`src/rtl/iida_pkg.sv`:
```
`default_nettype none
package iida_pkg;

  // array geometry
  localparam int DEPTH     = 256;
  localparam int WORD_BITS = 32;
  localparam int ADDR_BITS = $clog2(DEPTH);
  localparam int CNT_BITS  = $clog2(DEPTH + 1);

  // transaction field widths
  localparam int KIND_BITS   = 3;
  localparam int POS_BITS    = 9;
  localparam int STATUS_BITS = 2;

  // request codes
  localparam logic [KIND_BITS-1:0] REQ_APPEND      = 3'd0;
  localparam logic [KIND_BITS-1:0] REQ_REMOVE_LAST = 3'd1;
  localparam logic [KIND_BITS-1:0] REQ_INSERT      = 3'd2;
  localparam logic [KIND_BITS-1:0] REQ_DELETE      = 3'd3;
  localparam logic [KIND_BITS-1:0] REQ_READ        = 3'd4;
  localparam logic [KIND_BITS-1:0] REQ_WRITE       = 3'd5;

  // status codes
  localparam logic [STATUS_BITS-1:0] ST_OK    = 2'd0;
  localparam logic [STATUS_BITS-1:0] ST_RANGE = 2'd1;
  localparam logic [STATUS_BITS-1:0] ST_EMPTY = 2'd2;
  localparam logic [STATUS_BITS-1:0] ST_FULL  = 2'd3;

  // controller to datapath commands
  typedef struct packed {
    logic latch;     // capture the request transaction
    logic rd_pos;    // read the entry at position
    logic up_start;  // begin shifting entries up from the last one
    logic up_step;   // move one entry up, fetch the next lower one
    logic dn_start;  // begin shifting entries down from position
    logic dn_step;   // move one entry down, fetch the next higher one
    logic finish;    // apply the request and load the result
  } iida_cmd_t;

  // datapath to controller status
  typedef struct packed {
    logic out_free;   // result register free by the next edge
    logic need_read;
    logic need_up;
    logic need_dn;
    logic last_up;
    logic last_dn;
  } iida_sts_t;

endpackage
`default_nettype wire

```
`src/rtl/iida_ctrl.sv`:
```
`default_nettype none
module iida_ctrl (
  input  wire logic                clk,
  input  wire logic                rst,
  input  wire logic                in_valid,
  output logic                     in_ready,
  input  wire iida_pkg::iida_sts_t sts,
  output iida_pkg::iida_cmd_t      cmd
);
  import iida_pkg::*;

  typedef enum logic [2:0] {
    S_IDLE,
    S_EXEC,
    S_SHIFT_UP,
    S_SHIFT_DN,
    S_FINISH
  } state_t;

  state_t state;
  state_t state_next;

  // take a transaction only once the result register is free
  assign in_ready = (state == S_IDLE) && sts.out_free;

  // command decode and next state
  always_comb begin
    cmd        = '0;
    state_next = state;
    unique case (state)
      S_IDLE: begin
        if (in_valid && in_ready) begin
          cmd.latch  = 1'b1;
          state_next = S_EXEC;
        end
      end
      S_EXEC: begin
        priority if (sts.need_read) begin
          cmd.rd_pos = 1'b1;
          state_next = S_FINISH;
        end else if (sts.need_up) begin
          cmd.up_start = 1'b1;
          state_next   = S_SHIFT_UP;
        end else if (sts.need_dn) begin
          cmd.dn_start = 1'b1;
          state_next   = S_SHIFT_DN;
        end else begin
          cmd.finish = 1'b1;
          state_next = S_IDLE;
        end
      end
      S_SHIFT_UP: begin
        cmd.up_step = 1'b1;
        if (sts.last_up) state_next = S_FINISH;
      end
      S_SHIFT_DN: begin
        cmd.dn_step = 1'b1;
        if (sts.last_dn) state_next = S_FINISH;
      end
      S_FINISH: begin
        cmd.finish = 1'b1;
        state_next = S_IDLE;
      end
      default: state_next = S_IDLE;
    endcase
  end

  always_ff @(posedge clk) begin
    if (rst) begin
      state <= S_IDLE;
    end else begin
      state <= state_next;
    end
  end

endmodule
`default_nettype wire

```
`config.mk`:
```
export PLATFORM = sky130hd
export DESIGN_NAME = iida_ctrl
export DESIGN_NICKNAME = d
export VERILOG_FILES = /design/src/rtl/iida_pkg.sv /design/src/rtl/iida_ctrl.sv
export SDC_FILE = /design/constraint.sdc
export NUM_CORES = 1
export LEC_CHECK = 0
export BUFFER_PORTS_ARGS = -buffer_cell sky130_fd_sc_hd__buf_2
export CAP_MARGIN = 30
export CORE_AREA = 5 5 42 44
export CTS_BUF_LIST = sky130_fd_sc_hd__clkbuf_8
export DETAILED_ROUTE_END_ITERATION = 7
export DIE_AREA = 0 0 47 49
export SLEW_MARGIN = 40
export SYNTH_ARGS = -nofsm -noshare
export SYNTH_HDL_FRONTEND = slang
export SYNTH_SLANG_ARGS = --single-unit
```
`constraint.sdc`:
```
create_clock -name clk -period 1.4 [get_ports clk]
set_input_delay 0.14 -clock clk [delete_from_list [all_inputs] [get_ports clk]]
set_output_delay 0.14 -clock clk [all_outputs]
set_load 0.02 [all_outputs]
```
# Yosys cells after proc, flatten, opt, wreduce, memory -nomap -nowiden
# Cells that the tools add are included.
[classes] n_eq_ne=7 mux=23 n_reduce_logical=4
[op_table] cell="2-to-1 mux 3 bit" n=5
[op_table] cell="2-to-1 mux 1 bit" n=14
[op_table] cell="one-hot mux 3 bit (4 select lines)" n=1
[op_table] cell="== test 3 x 2 -> 1 bit, second input constant" n=2
[op_table] cell="2-to-1 mux 2 bit" n=2
[op_table] cell="!= test 2 bit, second input constant" n=2
[op_table] cell="== test 3 x 1 -> 1 bit, second input constant" n=1
[op_table] cell="== test 3 bit, second input constant" n=1
[op_table] cell="logical NOT 3 bit" n=1
[op_table] cell="AND reduction 3 bit" n=1
[op_table] cell="logical AND 1 bit" n=2
[op_table] cell="!= test 2 x 1 -> 1 bit, second input constant" n=1
[op_table] cell="one-hot mux 1 bit (2 select lines)" n=1
[word_totals] reg_bits=3 inputBits=9 output_inout_bits=8 word_cells=35

# Longest topological paths before layout
# Gate-level depths: netlist (run 1).
[depth] ltp_word=5 mapped_depth=4 mapped_depth_nobuf=3

# Worst setup path after synthesis (run 1)
# Ideal clock, no wire load.
[synth_timing] kind="register to output" from="register state[2]" to="output port cmd[0] (netlist name)" t_arrival_ns=1.253 required_ns=1.260 path_slack_ns=0.007 path_stages_with_launch=4 n_path_buf=0 path_cell_list="dfxtp_1 nand2b_1 or4_1 a21oi_1"
[synth_rtl] item="start: declaration" line="iida_ctrl.sv:20" text="state_t state;"
[synth_rtl] item="start signal: assignment" line="iida_ctrl.sv:72" text="state <= state_next;"
[synth_rtl] item="end: declaration" line="iida_ctrl.sv:8" text="output iida_pkg::iida_cmd_t cmd"

==> summary.md, run 1 <==
| Metric | Value |
|---|---|
| CTS Hold Bufs | 0 |
| FF+latch count, synth | 3 |
| Register area share after synthesis | approximately a quarter |
| Row Count | 14 |
| WL final | between 600 and 700 um |
| Status | finished, violations left |
| Yosys top cell area share | 24.1% |
| FILL cells | roughly 160 |
| Slew HR | about four fifths |
| Yosys Warn Count | 0 |
| PwrDens | 1070 mW/mm^2 |
| Ys flop type | dfxtp_1 |
| VDD IR-drop max | between 0.4 and 0.5 mV |
| Routed wl met3 | approximately 54 um |
| Max FFs per register | 3 |
| Met1 wire length | slightly below 300 um |
| Routed wl met2 | just over 300 um |
| Worst Hold Class | in -> reg |
| Pins Over Slew Limit | 0 |
| Async SR Flop Fraction | 0% |
| Final worst-path cycle share | 110% |
| Commonest cells post-synth | 3 x a21oi_1, 3 x dfxtp_1, 3 x nor2_1 |
| Slowest stage cell on the critical path | or4_1 |
| Port-buffer cells | 16 |
| Placed cell count | between 60 and 70 |
| First-pass GRT wire length | around 1100 um |
| CP Class | reg -> out |
| Regs by FF count | state (3) |
| CP endpoint kind | output port |
| Syn_nets | 40 |
| Clk sinks | 3 |
| TritonCTS clock tree | built |
| DRT antenna net count | 0 |
| Startpoint types | register |
| Synthesized area | 249 um^2 |
| Synth-to-layout area growth | 64.3% |
| DR iter-0 viols | 5 |
| Mapped Cells | 31 |
| Reg with most FFs | state |
| Final HPWL DP | around 560 um |
| Number of global-route vias before repair | approximately 290 |
| Full die area | roughly 0.0023 mm^2 |
| Worst Path Required | about 1300 ps |
| Initial antenna violation count | 0 |
| Fmax | 650 MHz |
| Largest net degree at the start of global routing | 9 |
| Share of cells above drive strength 1 | a little under three fifths |
| Vias per inst | ~4.2 |
| Max Cap Viol | 0 |
| Final hold vios | 0 |
| Final Non-Filler Cells | 68 |
| Post-route DRC | 0 |
| GRT overflow | 0 |
| Root Buffer | clkbuf_8 |
| Final Wtd Congestion | between 0.7 and 0.8 |
| Mapped Avg Cell Area | about 8 um^2 |
| Reg clk slew, reported paths | around 30 ps |
| Cells along the critical path | nand2b_1 -> or4_1 -> a21oi_1 -> buf_4 |
| Starting Density | 17.8% |
| Synth area leader | dfxtp_1 |
| Worst-Margin Slew | just under 300 ps |
| Diode count | 0 |
| # IOs | 17 |
| Clock Tree Buf Depth | 2 |
| Arrival @ worst endpoint | around 1400 ps |
| Core area | approximately 0.0014 mm^2 |
| TritonRoute pass-1 iters | 3 |
| Top sig layer | met4 |
| # nets final | 62 |
| GRT Util Overall | 7.03% |
| Cell variety after synth | 21 |
| Critical-path maximum fanout | 7 |
| Num CTS Buffers | 3 |
| Wire per inst | approximately 10 um |
| Worst skew pair latency | ~220 ps |
| Final setup viols | 3 |
| Htree depth | 1 |
| Post-synth EDFFs | 0 |
| Worst setup margin | -138 ps |
| Routed vias | ~280 |
| Die X | between 40 and 50 um |
| Hold Slack | ~240 ps |
| Largest cells by area after synthesis | dfxtp_1 24%, a21oi_1 6.0%, a311oi_2 6.0% |
| Min Tclk post-route | 1540 ps |
| Leak | approximately 0.00019 uW |
| Die extent in y | ~49 um |
| Max Clock Skew | 2.90 ps |
| Failing checks | negative setup slack |
| CP max stage delay | about 400 ps |
| RSZ-0062 raised after global routing | yes |
==> metal layers <==
layer | up-vias | global-route usage [%]
li1 | 155 | -
met1 | 113 | 7.44
met2 | 13 | 9.95
met3 | 2 | 1.48
met4 | 0 | 8.29
met5 | - | 0
==> final timing paths <==
kind	startpoint	end	slack, ps	cells past startpoint
min	rst	state[0]	240	3
max	state[2]	cmd[0]	-140	4
max reg2reg	state[2]	state[0]	210	3
min reg2reg	state[2]	state[2]	470	1
==> power by group <==
part / leakage, uW / internal, uW / switching, uW
Clock: 0.0000269 / 187 / 62.1
Combinational: 0.000140 / 44.6 / 44.6
Sequential: 0.0000258 / 91.4 / 6.62
==> cells in the final DEF, fill, tap and decap left out, drive strengths merged, types with 2 or more instances in the layout <==
| cell | synthesis | final |
|---|---|---|
| a21oi | 3 | 3 |
| and2 | 2 | 2 |
| buf | 1 | 18 |
| clkbuf | 0 | 3 |
| dfxtp | 3 | 3 |
| inv | 2 | 3 |
| nand2b | 3 | 3 |
| nor2 | 3 | 3 |
| nor3 | 2 | 2 |
| nor4b | 2 | 2 |
==> what timing repair did <==
| item | in CTS | in global routing |
|---|---|---|
| gates cloned | 0 | 0 |
| resized for setup | 4 | 2 |
| setup buffers | 0 | 0 |
| endpoints found under the setup margin | 5 | 5 |
| pin swaps | 1 | 0 |
| hold endpoints to repair | 0 | 0 |
==> metrics by stage <==
| step | worst slack, ps | total power [uW] | utilization, % | setup TNS [ps] | area, um^2 |
|---|---|---|---|---|---|
| 2_1_floorplan | 7.11 | 153 | - | 0 | 249 |
| 3_3_place_gp | 72.3 | 185 | 25.2 | 0 | 353 |
| 3_5_place_dp | 52.1 | 185 | 25.2 | 0 | 353 |
| 4_1_cts | -141 | 443 | 28.9 | -338 | 405 |
| 5_1_grt | -185 | 466 | 29.2 | -500 | 409 |
| 6_report | -138 | 436 | 29.2 | -225 | 409 |
==> final cells by class <==
class / count / area, um^2 / share of cell area [%]
Sequential cell: 3 / 63.8 / 15.6
Clock inverter: 1 / 3.75 / 0.917
Tap cell: 16 / 20.0 / 4.89
Clock buffer: 3 / 41.3 / 10.1
Inverter: 2 / 7.51 / 1.83
Timing Repair Buffer: 18 / 100 / 24.5
Multi-Input combinational cell: 25 / 173 / 42.2
==> worst max-delay path: cells and delay by family (launching register included) <==
kind | cells | cell delay [ps]
simple gates | 2 | 550
buf+inv | 1 | 150
compound gates | 1 | 140
flops | 1 | 340
==> logic make-up (layout without fill, tap and decap cells) <==
family | count (synthesis) | count (layout) | share of synthesized area (%)
simple gates | 18 | 18 | 47.7
compound gates | 7 | 7 | 20.6
flops | 3 | 3 | 24.1
buf+inv | 3 | 24 | 7.54
Note: power is estimated with default switching activity, not from simulation.
==> run 2: changes to the inputs <==
ABC_AREA = 1   (was default)
CTS_BUF_LIST = default   (was sky130_fd_sc_hd__clkbuf_8)
==> summary.md, run 2 <==
| Metric | Value |
|---|---|
| Status | finished, final reports clean |
| Synthesized area | 278 um^2 |
| Mapped Avg Cell Area | slightly below 6 um^2 |
| Final core utilization | 30.0% |
| Final worst-path cycle share | between 90% and 100% |
| Row Count | 14 |
| Clk sinks | 3 |
| Starting Density | roughly 20% |
| Post-synth EDFFs | 0 |
| Die X | ~47 um |
| Min Tclk post-route | 1370 ps |
| Largest net degree at the start of global routing | 8 |
| Max Clock Skew | 2.18 ps |
| Worst Path Required | roughly 1300 ps |
| Clock Tree Buf Depth | 2 |
| Post-Synth Simple-Gate Area | roughly half |
| VDD IR-drop max | around 0.4 mV |
| Pins Over Slew Limit | 0 |
| Arrival @ worst endpoint | ~1200 ps |
| Cells along the critical path | inv_1 -> nand4_1 -> o32ai_2 -> buf_2 |
| First-pass GRT wire length | around 1200 um |
| Async SR Flop Fraction | 0% |
| GRT overflow | 0 |
| Synth Area in XOR/XNOR | 0% |
| Main combinational cell family by area after synthesis | simple AND/OR/NAND/NOR gates |
| Mapped Cells | 48 |
| Final HPWL DP | a little over 600 um |
| TritonCTS clock tree | built |
| TritonRoute pass-1 iters | 3 |
| Worst Hold Class | in -> reg |
| Num CTS Buffers | 3 |
| Port-buffer cells | 16 |
| Regs by FF count | state (3) |
| Vias per inst | 4.18 |
| Adder-cell area share of the yosys netlist | 0% |
| Synth area leader | dfxtp_1 |
| Final hold vios | 0 |
| Initial antenna violation count | 0 |
| Startpoint types | register |
| Leak | roughly 0.00025 uW |
| Fmax | ~730 MHz |
| GRT Util Overall | under 10% |
| Diode count | 0 |
| Slowest stage cell on the critical path | dfxtp_2 |
| Share of cells above drive strength 1 | between 50% and 60% |
| # nets final | 78 |
| Worst skew pair latency | 230 ps |
| Htree depth | 1 |
| CP Class | reg -> out |
| Ys flop type | dfxtp_1 |
| FF+latch count, synth | 3 |
| CP max stage delay | about 360 ps |
| Commonest non-fill, non-tap cell in the layout | buf_2 |
| CP endpoint kind | output port |
| Number of global-route vias before repair | about 320 |
| # IOs | 17 |
| Register area share after synthesis | a little over a fifth |
| DRT antenna net count | 0 |
| TNS Setup | 0 ps |
| Root Buffer | clkbuf_4 |
| Commonest non-fill, non-tap cells in the layout | 16 x buf_2, 12 x inv_1, 6 x nor2_1 |
| Max FFs per register | 3 |
| Routed vias | ~350 |
| Compound-cell area share of the yosys netlist | under 10% |
| Reg with most FFs | state |
| Die extent in y | just under 50 um |
| Post-synthesis mux area share | 0% |
| Cell variety after synth | 16 |
| Max Cap Viol | 0 |
| Cell family with most CP delay | flip-flops |
| Synth-to-layout area growth | 51.4% |
| Syn_nets | between 50 and 60 |
| Post-route DRC | 0 |
| Worst path bufs/invs | 2 |
| Worst-Margin Slew | between 200 and 250 ps |
| Reg clk slew, reported paths | roughly 40 ps |
| WL final | between 800 and 900 um |
| PwrDens | just under 900 mW/mm^2 |
| Yosys top cell area share | 21.6% |
| Wire per inst | between 9 and 10 um |
| Yosys Warn Count | 0 |
| Final Wtd Congestion | around 0.76 |
| Final setup viols | 0 |
| FILL cells | 175 |
| Full die area | 0.00230 mm^2 |
| Critical-path maximum fanout | 6 |
| CTS Hold Bufs | 0 |
| Slew HR | between 80% and 90% |
| Largest cells by area after synthesis | dfxtp_1 22%, inv_1 16%, nor2_1 8.1% |
| DR iter-0 viols | 3 |
| Commonest cells post-synth | 12 x inv_1, 6 x nor2_1, 5 x nand2_1, 4 x nand3_1 |
| Most frequent cell after synthesis | inv_1 |
| Core area | 0.00140 mm^2 |
## run 2: cell count changes after synthesis, moves of 3 or more
cell	previous run	this run
inv_1	2	12
nand2_1	1	5
nand3_1	0	4
nor2_1	3	6
nor2_2	0	3
## run 2: report_power, final
part           total (uW)  internal (uW)  switching (uW)
Clock                 151            107            44.1
Combinational         110           43.0            67.1
Sequential            108           94.0            14.4
## run 2: worst paths after layout
path | startpoint | to | slack, ps | cells after the start
setup / recovery | state[1] | cmd[0] | 30 | 4
hold / removal | rst | state[1] | 90 | 2
setup reg to reg | state[0] | state[0] | 440 | 7
hold reg to reg | state[1] | state[2] | 620 | 4
## run 2: stage by stage
stage               setup WS, ps  cells  cell area (um^2)  power (uW)  hold slack [ps]
global placement             290     80               378         211              334
floorplan                    161     48               278         175              209
detailed placement           276     80               378         212              337
CTS                         16.5     84               404         369             90.3
finish                      25.5     84               420         369             89.5
global route               -53.5     84               420         399             93.9
## run 2: area by class of cell
cell class | instances | area, um^2 | area share (%)
clock buffer | 4 | 26.3 | 6.25
inverter | 14 | 52.6 | 12.5
multi-input combinational | 31 | 178 | 42.3
sequential | 3 | 63.8 | 15.2
tap | 16 | 20.0 | 4.76
timing repair buffer | 16 | 80.1 | 19.0
## run 2: cells by family (layout without fill, tap and decap cells)
| family | Yosys count | in the layout |
|---|---|---|
| and+or+nand+nor | 27 | 27 |
| buffers and inverters | 14 | 34 |
| DFF | 3 | 3 |
| AOI/OAI and AO/OA | 4 | 4 |
## run 2: worst reg2reg max path, stage by stage (launching register included)
cell and delay (ps):
dfxtp_2 400, inv_1 70, nand3_2 90, inv_2 40
nand2_2 60, nand2_1 50, nor2_1 90, nor2_1 50
## run 2: what timing repair did
item,in CTS,in global routing
buffers inserted,0,0
resized for setup,0,5
setup endpoints to repair,0,3
## run 2: layer usage
metal	part of all wire [%]	global-route usage, %	vias to the layer above
li1	-	-	189
met1	42	8.33	152
met2	53	10.4	10
met3	4.4	2.21	0
met4	0	2.76	0
met5	0	0	-
==> run 3: changes to the inputs <==
SETUP_SLACK_MARGIN = 0.3   (was default)
==> summary.md, run 3 (synthesis gave the netlist of run 2 again) <==
| Metric | Value |
|---|---|
| Status | finished, final reports clean |
| DRT antenna net count | 0 |
| Leak | ~0.00032 uW |
| Initial antenna violation count | 0 |
| Worst Hold Class | in -> reg |
| Clk sinks | 3 |
| Full die area | around 0.0023 mm^2 |
| Min Tclk post-route | roughly 1300 ps |
| WHS Path Cells | 2 |
| # IOs | 17 |
| Routed vias | just over 400 |
| Pins Over Slew Limit | 0 |
| RSZ-0062 raised after global routing | yes |
| Post-place setup slack | around 270 ps |
| Die extent in y | roughly 50 um |
| WL final | between 900 and 1000 um |
| Share of cells above drive strength 1 | between 60% and 70% |
| Synth-to-layout area growth | 123% |
| CP max stage delay | between 300 and 400 ps |
| Root Buffer | clkbuf_4 |
| Core area | between 0.001 and 0.0015 mm^2 |
| GR Layer Usage met2 | roughly 14% |
| Slew HR | ~90% |
| Clock Tree Buf Depth | 2 |
| Final HPWL DP | 627 um |
| Worst setup margin | 123 ps |
| Hold Slack | around 70 ps |
| Port-buffer cells | 16 |
| GRT Util Overall | 9.44% |
| Hold_sp | rst |
| CTS Hold Bufs | 0 |
| Arrival @ worst endpoint | approximately 1100 ps |
| Cell family with most CP delay | flip-flops |
| Fmax | 783 MHz |
| RR Startpoint | state[1] |
| VDD IR-drop max | ~0.32 mV |
| Regs by FF count | state (3) |
| Commonest non-fill, non-tap cell in the layout | buf_4 |
| First-pass GRT wire length | 1520 um |
| TNS Setup | 0 ps |
| R2R setup slack | 170 ps |
| PwrDens | ~730 mW/mm^2 |
| Post-route DRC | 0 |
| GRT overflow | 0 |
| Max Clock Skew | 7.94 ps |
| R2r endpoint | state[1] |
| Wire per inst | ~10 um |
| Met1 Use GR | between 10% and 20% |
| Max FFs per register | 3 |
| Final Wtd Congestion | ~0.72 |
| Reg clk slew, reported paths | 40 ps |
| TritonCTS clock tree | built |
| Num CTS Buffers | 3 |
| Reg with most FFs | state |
| Commonest non-fill, non-tap cells in the layout | 13 x buf_4, 9 x inv_1, 8 x buf_2, 8 x buf_6 |
| Vias per inst | roughly 4.2 |
| Starting Density | between 10% and 20% |
| Die X | around 47 um |
| Worst Path Required | 1260 ps |
| Startpoint types | register |
| Slowest stage cell on the critical path | dfxtp_4 |
| Diode count | 0 |
| Row Count | 14 |
| TritonRoute pass-1 iters | 4 |
| DR iter-0 viols | 5 |
| WHS Endpoint | state[1] |
| Worst path bufs/invs | 2 |
| Number of global-route vias before repair | about 400 |
| Cells along the critical path | inv_2 -> nand4_1 -> o32ai_2 -> buf_4 |
| Largest net degree at the start of global routing | 8 |
| Worst-Margin Slew | about 180 ps |
| Final hold vios | 0 |
| CP Class | reg -> out |
| GR Layer Usage met3 | ~2.2% |
| Critical-path maximum fanout | 4 |
| Final worst-path cycle share | between 90% and 100% |
| Cells on worst reg2reg path | 8 |
| Worst skew pair latency | around 250 ps |
| CP endpoint kind | output port |
| Max Cap Viol | 0 |
| Layer with the highest usage | met2 |
| Htree depth | 1 |
| Final setup viols | 0 |
| # nets final | 91 |
run 3: cell count changes in the layout (fill, tap and decap cells not counted), moves of 2 or more:
cell,change
buf_4,+13
dfxtp_4,+3
inv_2,+2
buf_6,+8
nor2_1,-2
inv_1,-3
dfxtp_2,-3
buf_2,-8
run 3: area by class of cell:
class | instances | area, um^2
clock buffers | 4 | 26.3
fillers | 146 | 783
inverters | 14 | 55.1
multi-input cells | 31 | 218
flip-flops and latches | 3 | 71.3
well taps | 16 | 20.0
repair buffers | 29 | 228
run 3: metal layers:
layer  up-vias  share of wire (%)
met4         0                2.3
met1       178                 35
li1        218                  -
met3         3                4.2
met5         -                  0
met2        12                 58
run 3: how the worst max path moves through the flow:
stage	to	cells after the start	slack (ps)	startpoint
floorplan	in_ready	3	310	state[0]
global placement	cmd[0]	4	300	state[1]
detailed placement	cmd[6]	4	270	state[0]
CTS	cmd[0]	4	130	state[2]
global route	cmd[0]	4	60	state[1]
finish	cmd[0]	4	120	state[1]
run 3: power breakdown:
group | leakage, uW | total, uW | switching [uW] | internal [uW]
registers | 0.0000267 | 107 | 15.4 | 91.6
logic | 0.000282 | 175 | 88.4 | 87.1
clock network | 0.0000150 | 166 | 58.6 | 108
total | 0.000323 | 449 | 162 | 286
run 3: what timing repair did:
item / 4_1_cts / 5_1_grt
pin swaps: 3 / 5
gates cloned: 0 / 0
endpoints found under the setup margin: 8 / 9
setup buffers: 7 / 6
resized for setup: 22 / 13
run 3: worst register-to-register path, stage by stage (launching register included):
cell	delay, ps
dfxtp_4	360
inv_2	70
nand4_1	150
buf_4	180
buf_6	100
buf_6	100
inv_2	40
nand2_2	40
a21oi_2	120
run 3: stage by stage:
stage               cell area [um^2]  utilization (%)  instances  total power [uW]
floorplan                        290                -         48               180
global placement                 390             27.9         80               216
detailed placement               390             27.9         80               216
CTS                              529             37.8         91               420
global route                     618             44.1         97               480
finish                           618             44.1         97               449
